`src/rtl/i2crts_pkg.sv`:
```
// Shared types and codes for the I2C register transaction sequencer.
package i2crts_pkg;

  localparam logic       CMD_REQUEST = 1'b0;
  localparam logic       CMD_POLL    = 1'b1;

  localparam logic [1:0] KIND_READ1  = 2'd0;
  localparam logic [1:0] KIND_READN  = 2'd1;
  localparam logic [1:0] KIND_WRITE1 = 2'd2;
  localparam logic [1:0] KIND_BAD    = 2'd3;

  localparam int FLAG_SB    = 0;
  localparam int FLAG_ADDR  = 1;
  localparam int FLAG_TXE   = 2;
  localparam int FLAG_RXNE  = 3;
  localparam int FLAG_BTF   = 4;
  localparam int FLAG_BUSY  = 5;
  localparam int FLAG_STOPP = 6;
  localparam int FLAG_ARLO  = 7;
  localparam int FLAG_BERR  = 8;
  localparam int FLAG_AF    = 9;

  localparam logic [3:0] ACT_NONE      = 4'd0;
  localparam logic [3:0] ACT_START     = 4'd1;
  localparam logic [3:0] ACT_WRITE     = 4'd2;
  localparam logic [3:0] ACT_STOP      = 4'd3;
  localparam logic [3:0] ACT_SET_ACK   = 4'd4;
  localparam logic [3:0] ACT_CLR_ACK   = 4'd5;
  localparam logic [3:0] ACT_CLR_ADDR  = 4'd6;
  localparam logic [3:0] ACT_STORE     = 4'd7;
  localparam logic [3:0] ACT_CLR_ERR   = 4'd8;
  localparam logic [3:0] ACT_FINISHED  = 4'd9;

  localparam logic [2:0] ST_OK      = 3'd0;
  localparam logic [2:0] ST_TIMEOUT = 3'd1;
  localparam logic [2:0] ST_ARLO    = 3'd2;
  localparam logic [2:0] ST_BERR    = 3'd3;
  localparam logic [2:0] ST_NACK    = 3'd4;
  localparam logic [2:0] ST_INVALID = 3'd5;
  localparam logic [2:0] ST_RECFAIL = 3'd6;

  localparam logic [7:0] TIMEOUT_RESET = 8'd10;
  localparam logic [7:0] MIN_MULTI_LEN = 8'd3;
  localparam int         MAX_RESULTS   = 4;

  typedef struct packed {
    logic       cmd;
    logic [1:0] transfer_kind;
    logic [6:0] target_address;
    logic [7:0] reg_address;
    logic [7:0] write_value;
    logic [7:0] read_length;
    logic [9:0] status_flags;
    logic [7:0] data_register;
    logic       ms_tick;
  } item_t;

  typedef struct packed {
    logic [3:0] action;
    logic [7:0] action_data;
    logic [7:0] read_index;
    logic [2:0] final_status;
  } result_t;

  typedef struct packed {
    logic [2:0]                  cnt;
    result_t [MAX_RESULTS-1:0]   res;
  } bundle_t;

endpackage

```
`src/rtl/i2crts_core.sv`:
```
// Transaction state and the per-item decision logic of the sequencer.
module i2crts_core (
  input  logic                    clk,
  input  logic                    rst,
  input  i2crts_pkg::item_t       item,
  input  logic                    go,
  input  logic                    cfg_we,
  input  logic [7:0]              cfg_value,
  output i2crts_pkg::bundle_t     bundle
);

  typedef enum logic [3:0] {
    P_IDLE, P_BUSY, P_SB1, P_ADDR1, P_TXE_REG, P_BTF1, P_SB2, P_ADDR2,
    P_RX_LOOP, P_BTF2, P_DR2, P_RX_LAST, P_TXE_VAL, P_BTF_W, P_STOP, P_RECOV
  } phase_t;

  phase_t     phase, phase_next;
  logic [7:0] timeout_limit;
  logic [1:0] kind_held, kind_held_next;
  logic [6:0] target_held, target_held_next;
  logic [7:0] register_held, register_held_next;
  logic [7:0] value_held, value_held_next;
  logic [7:0] length_held, length_held_next;
  logic [7:0] byte_counter, byte_counter_next;
  logic [7:0] elapsed_ms, elapsed_ms_next;
  logic [2:0] pending_status, pending_status_next;

  logic [9:0] f;
  logic [7:0] dr;
  logic [7:0] el;
  logic       tmo;
  logic [2:0] err;
  logic       do_adv, do_abort, do_finish;
  logic [2:0] ab_st, fin_st;
  logic [9:0] fin_f;
  logic       awaited_set;
  logic [2:0] n;
  logic       more_loop;

  function automatic i2crts_pkg::result_t mk(logic [3:0] a, logic [7:0] d,
                                             logic [7:0] i, logic [2:0] s);
    i2crts_pkg::result_t r;
    r.action       = a;
    r.action_data  = d;
    r.read_index   = i;
    r.final_status = s;
    return r;
  endfunction

  assign f  = item.status_flags;
  assign dr = item.data_register;

  always_comb begin
    phase_next          = phase;
    kind_held_next      = kind_held;
    target_held_next    = target_held;
    register_held_next  = register_held;
    value_held_next     = value_held;
    length_held_next    = length_held;
    byte_counter_next   = byte_counter;
    elapsed_ms_next     = elapsed_ms;
    pending_status_next = pending_status;
    bundle              = '0;
    n                   = 3'd0;
    do_adv              = 1'b0;
    do_abort            = 1'b0;
    do_finish           = 1'b0;
    ab_st               = i2crts_pkg::ST_OK;
    fin_st              = i2crts_pkg::ST_OK;
    fin_f               = f;
    el                  = elapsed_ms;
    if (item.ms_tick && elapsed_ms != 8'hFF) begin
      el = elapsed_ms + 8'd1;
    end
    tmo = (el >= timeout_limit);

    if (f[i2crts_pkg::FLAG_ARLO]) begin
      err = i2crts_pkg::ST_ARLO;
    end else if (f[i2crts_pkg::FLAG_BERR]) begin
      err = i2crts_pkg::ST_BERR;
    end else if (f[i2crts_pkg::FLAG_AF]) begin
      err = i2crts_pkg::ST_NACK;
    end else begin
      err = i2crts_pkg::ST_OK;
    end

    case (phase)
      P_SB1, P_SB2:                 awaited_set = f[i2crts_pkg::FLAG_SB];
      P_ADDR1, P_ADDR2:             awaited_set = f[i2crts_pkg::FLAG_ADDR];
      P_TXE_REG, P_TXE_VAL:         awaited_set = f[i2crts_pkg::FLAG_TXE];
      P_BTF1, P_BTF2, P_BTF_W:      awaited_set = f[i2crts_pkg::FLAG_BTF];
      default:                      awaited_set = f[i2crts_pkg::FLAG_RXNE];
    endcase

    if (item.cmd == i2crts_pkg::CMD_REQUEST) begin
      if (phase == P_IDLE) begin
        kind_held_next      = item.transfer_kind;
        target_held_next    = item.target_address;
        register_held_next  = item.reg_address;
        value_held_next     = item.write_value;
        length_held_next    = item.read_length;
        byte_counter_next   = 8'd0;
        elapsed_ms_next     = 8'd0;
        pending_status_next = i2crts_pkg::ST_OK;
        if (item.transfer_kind == i2crts_pkg::KIND_BAD ||
            (item.transfer_kind == i2crts_pkg::KIND_READN &&
             item.read_length < i2crts_pkg::MIN_MULTI_LEN)) begin
          bundle.res[0] = mk(i2crts_pkg::ACT_FINISHED, 8'd0, 8'd0,
                             i2crts_pkg::ST_INVALID);
          n = 3'd1;
        end else begin
          phase_next = P_BUSY;
        end
      end
    end else if (phase != P_IDLE) begin
      elapsed_ms_next = el;
      case (phase)
        P_STOP: begin
          if (!f[i2crts_pkg::FLAG_STOPP]) begin
            do_finish = 1'b1;
            fin_f     = 10'd0;
            fin_st    = i2crts_pkg::ST_OK;
          end else if (tmo) begin
            do_abort = 1'b1;
            ab_st    = i2crts_pkg::ST_TIMEOUT;
          end
        end
        P_RECOV: begin
          if (!f[i2crts_pkg::FLAG_STOPP]) begin
            do_finish = 1'b1;
            fin_st    = pending_status;
          end else if (tmo) begin
            do_finish = 1'b1;
            fin_st    = i2crts_pkg::ST_RECFAIL;
          end
        end
        P_DR2: begin
          bundle.res[0] = mk(i2crts_pkg::ACT_STORE, dr, byte_counter, i2crts_pkg::ST_OK);
          n          = 3'd1;
          phase_next = P_RX_LAST;
        end
        default: begin
          if (err != i2crts_pkg::ST_OK || tmo) begin
            // Errors take priority over the timeout.
            ab_st = (err != i2crts_pkg::ST_OK) ? err : i2crts_pkg::ST_TIMEOUT;
            if (phase == P_BUSY) begin
              phase_next    = P_IDLE;
              bundle.res[0] = mk(i2crts_pkg::ACT_FINISHED, 8'd0, 8'd0, ab_st);
              n             = 3'd1;
            end else begin
              do_abort = 1'b1;
            end
          end else if (phase == P_BUSY) begin
            do_adv = !f[i2crts_pkg::FLAG_BUSY];
          end else begin
            do_adv = awaited_set;
          end
        end
      endcase
    end

    if (do_abort) begin
      if (!f[i2crts_pkg::FLAG_ARLO] &&
          (f[i2crts_pkg::FLAG_BERR] || f[i2crts_pkg::FLAG_AF] ||
           ab_st == i2crts_pkg::ST_TIMEOUT)) begin
        pending_status_next = ab_st;
        elapsed_ms_next     = 8'd0;
        phase_next          = P_RECOV;
        bundle.res[0] = mk(i2crts_pkg::ACT_STOP, 8'd0, 8'd0, i2crts_pkg::ST_OK);
        n = 3'd1;
      end else begin
        do_finish = 1'b1;
        fin_st    = ab_st;
      end
    end

    if (do_finish) begin
      if (fin_f[i2crts_pkg::FLAG_ARLO] || fin_f[i2crts_pkg::FLAG_BERR] ||
          fin_f[i2crts_pkg::FLAG_AF]) begin
        bundle.res[n[1:0]] = mk(i2crts_pkg::ACT_CLR_ERR, 8'd0, 8'd0, i2crts_pkg::ST_OK);
        n = n + 3'd1;
      end
      bundle.res[n[1:0]] = mk(i2crts_pkg::ACT_FINISHED, 8'd0, 8'd0, fin_st);
      n = n + 3'd1;
      phase_next = P_IDLE;
    end

    more_loop = ({1'b0, byte_counter_next} + 9'd3) < {1'b0, length_held};

    if (do_adv) begin
      case (phase)
        P_BUSY: begin
          if (kind_held != i2crts_pkg::KIND_WRITE1) begin
            bundle.res[0] = mk(i2crts_pkg::ACT_SET_ACK, 8'd0, 8'd0, i2crts_pkg::ST_OK);
            n = 3'd1;
          end
          bundle.res[n[1:0]] = mk(i2crts_pkg::ACT_START, 8'd0, 8'd0, i2crts_pkg::ST_OK);
          n = n + 3'd1;
          phase_next = P_SB1;
        end
        P_SB1: begin
          bundle.res[0] = mk(i2crts_pkg::ACT_WRITE, {target_held, 1'b0}, 8'd0,
                             i2crts_pkg::ST_OK);
          n = 3'd1;
          phase_next = P_ADDR1;
        end
        P_ADDR1: begin
          bundle.res[0] = mk(i2crts_pkg::ACT_CLR_ADDR, 8'd0, 8'd0, i2crts_pkg::ST_OK);
          n = 3'd1;
          phase_next = P_TXE_REG;
        end
        P_TXE_REG: begin
          bundle.res[0] = mk(i2crts_pkg::ACT_WRITE, register_held, 8'd0, i2crts_pkg::ST_OK);
          n = 3'd1;
          phase_next = (kind_held == i2crts_pkg::KIND_WRITE1) ? P_TXE_VAL : P_BTF1;
        end
        P_BTF1: begin
          bundle.res[0] = mk(i2crts_pkg::ACT_START, 8'd0, 8'd0, i2crts_pkg::ST_OK);
          n = 3'd1;
          phase_next = P_SB2;
        end
        P_SB2: begin
          bundle.res[0] = mk(i2crts_pkg::ACT_WRITE, {target_held, 1'b1}, 8'd0,
                             i2crts_pkg::ST_OK);
          n = 3'd1;
          phase_next = P_ADDR2;
        end
        P_ADDR2: begin
          if (kind_held == i2crts_pkg::KIND_READ1) begin
            bundle.res[0] = mk(i2crts_pkg::ACT_CLR_ACK, 8'd0, 8'd0, i2crts_pkg::ST_OK);
            bundle.res[1] = mk(i2crts_pkg::ACT_CLR_ADDR, 8'd0, 8'd0, i2crts_pkg::ST_OK);
            bundle.res[2] = mk(i2crts_pkg::ACT_STOP, 8'd0, 8'd0, i2crts_pkg::ST_OK);
            n = 3'd3;
            phase_next = P_RX_LAST;
          end else begin
            bundle.res[0] = mk(i2crts_pkg::ACT_CLR_ADDR, 8'd0, 8'd0, i2crts_pkg::ST_OK);
            n = 3'd1;
            phase_next = more_loop ? P_RX_LOOP : P_BTF2;
          end
        end
        P_RX_LOOP: begin
          bundle.res[0] = mk(i2crts_pkg::ACT_STORE, dr, byte_counter, i2crts_pkg::ST_OK);
          n = 3'd1;
          byte_counter_next = byte_counter + 8'd1;
          // Recomputed against the incremented counter.
          phase_next = (({1'b0, byte_counter} + 9'd4) < {1'b0, length_held}) ?
                       P_RX_LOOP : P_BTF2;
        end
        P_BTF2: begin
          bundle.res[0] = mk(i2crts_pkg::ACT_CLR_ACK, 8'd0, 8'd0, i2crts_pkg::ST_OK);
          bundle.res[1] = mk(i2crts_pkg::ACT_STORE, dr, byte_counter, i2crts_pkg::ST_OK);
          bundle.res[2] = mk(i2crts_pkg::ACT_STOP, 8'd0, 8'd0, i2crts_pkg::ST_OK);
          n = 3'd3;
          byte_counter_next = byte_counter + 8'd1;
          phase_next = P_DR2;
        end
        P_RX_LAST: begin
          bundle.res[0] = mk(i2crts_pkg::ACT_STORE, dr, byte_counter, i2crts_pkg::ST_OK);
          n = 3'd1;
          phase_next = P_STOP;
        end
        P_TXE_VAL: begin
          bundle.res[0] = mk(i2crts_pkg::ACT_WRITE, value_held, 8'd0, i2crts_pkg::ST_OK);
          n = 3'd1;
          phase_next = P_BTF_W;
        end
        default: begin
          bundle.res[0] = mk(i2crts_pkg::ACT_STOP, 8'd0, 8'd0, i2crts_pkg::ST_OK);
          n = 3'd1;
          phase_next = P_STOP;
        end
      endcase
    end

    bundle.cnt = n;
  end

  always_ff @(posedge clk) begin
    if (rst) begin
      phase          <= P_IDLE;
      timeout_limit  <= i2crts_pkg::TIMEOUT_RESET;
      kind_held      <= 2'd0;
      target_held    <= 7'd0;
      register_held  <= 8'd0;
      value_held     <= 8'd0;
      length_held    <= 8'd0;
      byte_counter   <= 8'd0;
      elapsed_ms     <= 8'd0;
      pending_status <= i2crts_pkg::ST_OK;
    end else begin
      if (cfg_we) begin
        timeout_limit <= cfg_value;
      end
      if (go) begin
        phase          <= phase_next;
        kind_held      <= kind_held_next;
        target_held    <= target_held_next;
        register_held  <= register_held_next;
        value_held     <= value_held_next;
        length_held    <= length_held_next;
        byte_counter   <= byte_counter_next;
        elapsed_ms     <= elapsed_ms_next;
        pending_status <= pending_status_next;
      end
    end
  end

endmodule

```
`src/rtl/i2crts_outbuf.sv`:
```
// Result buffer that hands the actions of one item out one at a time.
module i2crts_outbuf (
  input  logic                  clk,
  input  logic                  rst,
  input  logic                  load,
  input  i2crts_pkg::bundle_t   bundle,
  output logic                  can_load,
  output logic                  out_valid,
  input  logic                  out_stall,
  output i2crts_pkg::result_t   res,
  output logic                  last
);

  i2crts_pkg::result_t [i2crts_pkg::MAX_RESULTS-1:0] entries;
  logic [2:0] cnt;
  logic [1:0] ptr;
  logic       take;

  assign out_valid = (cnt != 3'd0);
  assign res       = entries[ptr];
  assign last      = ({1'b0, ptr} == cnt - 3'd1);
  assign take      = out_valid && !out_stall;
  assign can_load  = !out_valid || (take && last);

  always_ff @(posedge clk) begin
    if (rst) begin
      cnt <= 3'd0;
      ptr <= 2'd0;
    end else if (load) begin
      cnt <= bundle.cnt;
      ptr <= 2'd0;
    end else if (take) begin
      if (last) begin
        cnt <= 3'd0;
        ptr <= 2'd0;
      end else begin
        ptr <= ptr + 2'd1;
      end
    end
  end

  always_ff @(posedge clk) begin
    if (load) begin
      entries <= bundle.res;
    end
  end

endmodule

```
`src/rtl/i2c_register_transaction_sequencer.sv`:
```
// Top level: input register, decision core and result buffer of the sequencer.
// An accepted item is registered at the input and decided by the core; the result
// buffer registers its actions before the first appears on the output. Throughput:
// one item per cycle while the buffer drains; an item holds the input until the
// actions (up to three) of the one before leave, one per cycle without out_stall.
// Reset (synchronous, rst high) returns to idle with a 10 ms timeout limit.
module i2c_register_transaction_sequencer (
  input  logic       clk,
  input  logic       rst,
  input  logic       in_valid,
  output logic       in_stall,
  input  logic       cmd,
  input  logic [1:0] transfer_kind,
  input  logic [6:0] target_address,
  input  logic [7:0] reg_address,
  input  logic [7:0] write_value,
  input  logic [7:0] read_length,
  input  logic [9:0] status_flags,
  input  logic [7:0] data_register,
  input  logic       ms_tick,
  output logic       out_valid,
  input  logic       out_stall,
  output logic [3:0] action,
  output logic [7:0] action_data,
  output logic [7:0] read_index,
  output logic [2:0] final_status,
  output logic       last_of_run,
  input  logic       cfg_valid,
  output logic       cfg_ready,
  input  logic [7:0] cfg_data
);

  i2crts_pkg::item_t   item;
  logic                in_full;
  logic                accept;
  logic                move;
  logic                can_load;
  i2crts_pkg::bundle_t bundle;
  i2crts_pkg::result_t res;

  assign cfg_ready = 1'b1;
  // Items with no actions retire without waiting for the result buffer.
  assign move      = in_full && (bundle.cnt == 3'd0 || can_load);
  assign in_stall  = in_full && !move;
  assign accept    = in_valid && !in_stall;

  always_ff @(posedge clk) begin
    if (rst) begin
      in_full <= 1'b0;
    end else if (accept) begin
      in_full <= 1'b1;
    end else if (move) begin
      in_full <= 1'b0;
    end
  end

  always_ff @(posedge clk) begin
    if (accept) begin
      item.cmd            <= cmd;
      item.transfer_kind  <= transfer_kind;
      item.target_address <= target_address;
      item.reg_address    <= reg_address;
      item.write_value    <= write_value;
      item.read_length    <= read_length;
      item.status_flags   <= status_flags;
      item.data_register  <= data_register;
      item.ms_tick        <= ms_tick;
    end
  end

  i2crts_core u_core (
    .clk       (clk),
    .rst       (rst),
    .item      (item),
    .go        (move),
    .cfg_we    (cfg_valid && cfg_ready),
    .cfg_value (cfg_data),
    .bundle    (bundle)
  );

  i2crts_outbuf u_outbuf (
    .clk       (clk),
    .rst       (rst),
    .load      (move && bundle.cnt != 3'd0),
    .bundle    (bundle),
    .can_load  (can_load),
    .out_valid (out_valid),
    .out_stall (out_stall),
    .res       (res),
    .last      (last_of_run)
  );

  assign action       = res.action;
  assign action_data  = res.action_data;
  assign read_index   = res.read_index;
  assign final_status = res.final_status;

  a_finish_is_last: assert property (@(posedge clk) disable iff (rst)
    out_valid && action == i2crts_pkg::ACT_FINISHED |-> last_of_run)
    else $error("finished action is not the last of its item");

  a_status_only_on_finish: assert property (@(posedge clk) disable iff (rst)
    out_valid && action != i2crts_pkg::ACT_FINISHED |-> final_status == i2crts_pkg::ST_OK)
    else $error("status reported on an action other than finished");

  a_bundle_fits: assert property (@(posedge clk) disable iff (rst)
    move |-> bundle.cnt <= 3'd4)
    else $error("item produced more actions than the buffer holds");

  a_retire_frees_input: assert property (@(posedge clk) disable iff (rst)
    move && !accept |=> !in_full)
    else $error("input register still full after its item retired");

endmodule
```
`config.mk`:
```
export PLATFORM = sky130hd
export DESIGN_NAME = i2c_register_transaction_sequencer
export DESIGN_NICKNAME = d
export VERILOG_FILES = /design/src/rtl/i2crts_pkg.sv /design/src/rtl/i2crts_core.sv /design/src/rtl/i2crts_outbuf.sv /design/src/rtl/i2c_register_transaction_sequencer.sv
export SDC_FILE = /design/constraint.sdc
export NUM_CORES = 1
export LEC_CHECK = 0
export BUFFER_PORTS_ARGS = -buffer_cell sky130_fd_sc_hd__buf_2
export CORE_MARGIN = 2
export CORE_UTILIZATION = 45
export DETAILED_ROUTE_END_ITERATION = 8
export GPL_TIMING_DRIVEN = 0
export PLACE_DENSITY_LB_ADDON = 0.08
export SKIP_LAST_GASP = 1
export SLEW_MARGIN = 20
export SYNTH_ARGS = -nofsm -noshare
export SYNTH_HDL_FRONTEND = slang
export SYNTH_HIERARCHICAL = 1
export SYNTH_SLANG_ARGS = --single-unit
```
`constraint.sdc`:
```
create_clock -name clk -period 23.6 [get_ports clk]
set_clock_uncertainty 0.2 [all_clocks]
set_input_delay 1.18 -clock clk [delete_from_list [all_inputs] [get_ports clk]]
set_output_delay 1.18 -clock clk [all_outputs]
set_load 0.05 [all_outputs]
```
==> results.toml <==
[drt]
first_pass_iters = 5
vias_per_cell = 5.235
drt_iter0_drc = 465
dr.max_layer_used = "met4"
met3WireLength_mm = 1.032
vias = 7643
totalWireLength_mm = 24.57
drc = 0
route.met2.wl_mm = 10.90
routedWlPerCell_um = 16.83
wl_met1_mm = 12.07
ant_nets = 0

[min_path]
worst_hold_path_type = "flip-flop to flip-flop"

[worst_setup_path]
path_common_cell = "ha_1"
critPathKind = "flip-flop to primary output"
cp.required_ps = 22220
crit_arrival_ps = 6700
cp_max_fo = 10
crit_path_top_delay_cell = "o31ai_1"
worstSetupEndpointType = "primary output"
max_stage_delay_ps = 580
critPathLaunchType = "flip-flop"

[clock_network]
clk_latency_ps = 530
cts_buffer_depth = 3
htreeDepth = 1
root_buffer = "clkbuf_16"
cts_tree = "yes"
post_cts_buffers = 0
cts-buffers-inserted = 24
clk_pin_slew_ps = 50
cts_resized = 0
cts.sinks = 215
holdBufCountCts = 0

[cells_and_area]
drive_gt1_share_pct = 21.82
mostFrequentLayoutCells = "145 x edfxtp_1, 130 x nand2_1, 104 x buf_2"
syn_to_final_growth_pct = 16.69
num_antenna_cells = 0
fin_nets = 1224
fin_util_pct = 53.66
final_common_cell = "edfxtp_1"
instances_no_fill = 1460

[sta]
fin_setup_tns_ps = 0
setup_viol = 0
worst_slew_pin_slew_ps = 878.6
maxSlewViolCount = 0
min_period_ps = 8075
timing.fmax_mhz = 123.8
worst_slack_ps = 15520
relSlewSlack_pct = 40.97
period_share_pct = 34.22
final_hold_viol_count = 0
rsz0062_at_grt = "false"

[yosys]
yosysWarnings = 6
synthArstFlopShare_pct = 0
synth_edf_count = 145
synth_seq_cells = 215
netlist.area_leader.share_pct = 40.22
synthCells = 970
syn-cell-area_um2 = 10830
synth_cell_type_count = 91
synth_ff_type = "edfxtp_1"
syn_avg_cell_area_um2 = 11.16
synth_seq_area_share_pct = 53.17
synthTopCellsByArea = "edfxtp_1 40%, dfxtp_1 13%, mux4_2 4.8%"
yosys.area.top_type = "edfxtp_1"

[placement]
port_buffers = 90
dpl.cell_count = 1417
dp_slack_ps = 15760
dp_hpwl_mm = 17.58
place.gp.congestion = 0.9478

[floorplanning]
rows = 56
start_util_pct = 45.98
io_pins = 93
die_w_um = 159.1
die_height_um = 159.1
core_um2 = 23540
die_area_um2 = 25310

[power]
power_leakage_nw = 4.700
ir_drop_mv = 0.05751
power_density_nw_per_um2 = 65.75

[global_routing]
grtUsageTotal_pct = 19.41
grt_pass1_vias = 7395
overflow = 0
antenna_found_initial = 0
grt_pass1_wl_mm = 39.68
grt_max_degree = 51

[outcome]
outcome = "completed"

[job]
max-cap-violations = 0
[final timing paths]
kind	from	slack, ps	to	cells past startpoint
max	u_core/elapsed_ms[1]$_SDFFE_PP0P_	15520	in_stall	25
min	u_core/register_held[3]$_SDFFE_PP0P_	250	u_core/register_held[3]$_SDFFE_PP0P_	2
min reg2reg	u_core/register_held[3]$_SDFFE_PP0P_	250	u_core/register_held[3]$_SDFFE_PP0P_	2
max reg2reg	u_core/elapsed_ms[1]$_SDFFE_PP0P_	15750	u_core/pending_status[1]$_SDFFE_PP0P_	29
[metrics by stage]
step | instance area [um^2] | hold WS [ps] | total power [W]
global placement | 11800 | 242.0 | 0.0004933
detailed placement | 11910 | 246.4 | 0.0004948
floorplan | 10950 | 236.0 | 0.0004730
CTS | 12630 | 254.4 | 0.0008399
global route | 12630 | 276.5 | 0.0008615
finish | 12630 | 254.2 | 0.0008305
[registers in the layout (all words and copies together) (netlist names)]
signal / cells
in_full: 1
u_core/byte_counter: 8
u_core/phase: 4
u_core/kind_held: 2
u_core/target_held: 7
u_core/elapsed_ms: 8
u_outbuf/cnt: 3
u_core/length_held: 8
u_core/value_held: 8
item: 53
u_core/register_held: 8
u_outbuf/entries: 92
u_core/timeout_limit: 8
u_outbuf/ptr: 2
u_core/pending_status: 3
[worst max-delay path: cells and delay by family (launching register included)]
| family | cells | cell delay (ps) |
|---|---|---|
| AO/OA/AOI/OAI | 8 | 2470 |
| XOR/XNOR | 1 | 240 |
| adder cells (fa/ha/maj) | 4 | 1160 |
| buffers and inverters | 5 | 770 |
| flip-flops | 1 | 440 |
| AND/OR/NAND/NOR | 7 | 1090 |
[cell usage after synthesis (all sizes together), types with 6 or more instances]
cell type and n:
a21oi 68, clkbuf 31, a22oi 12, a21o 10, o21ai 47, a31oi 8
xor2 10, o31ai 9, a22o 8, a21boi 7, nor3 24, mux4 23
dfxtp 70, and3 13, nand3 17, o211ai 11, ha 34, inv 38
mux2i 7, xnor2 8, nand2b 10, or3 7, buf 61, nand2 133
edfxtp 145, and2 24, or4 6, nor2 54
[metal layers]
metal	global-route usage, %	up-vias
li1	-	3814
met1	28.41	3592
met2	29.96	197
met3	2.605	40
met4	6.322	0
met5	0	-
[where the power goes]
group          leakage (nW)  switching [W]  total (W)  internal (W)
Combinational          2.45      0.0000414  0.0000662     0.0000248
Clock                 0.348       0.000145   0.000343      0.000198
Sequential             1.91     0.00000513   0.000421      0.000416
[area by class of cell]
| type | instances | area, um^2 |
|---|---|---|
| clock buffers | 32 | 630.6 |
| fillers | 2131 | 10910 |
| flip-flops and latches | 215 | 5756 |
| repair buffers | 94 | 545.5 |
| multi-input cells | 659 | 4508 |
| plain buffers | 92 | 561.8 |
| inverters | 38 | 142.6 |
| well taps | 319 | 399.1 |
| clock inverters | 11 | 88.84 |
[kinds of logic after synthesis]
logic type	Yosys count	share of synthesized area, %
adders and majority gates	34	3.930
DFF	215	53.17
AOI/OAI and AO/OA	231	14.84
other	2	0.06937
buffers and inverters	130	6.507
muxes	32	5.675
and+or+nand+nor	308	14.36
xor gates and xnor gates	18	1.456
No activity file was read; power rests on OpenSTA's default activity.
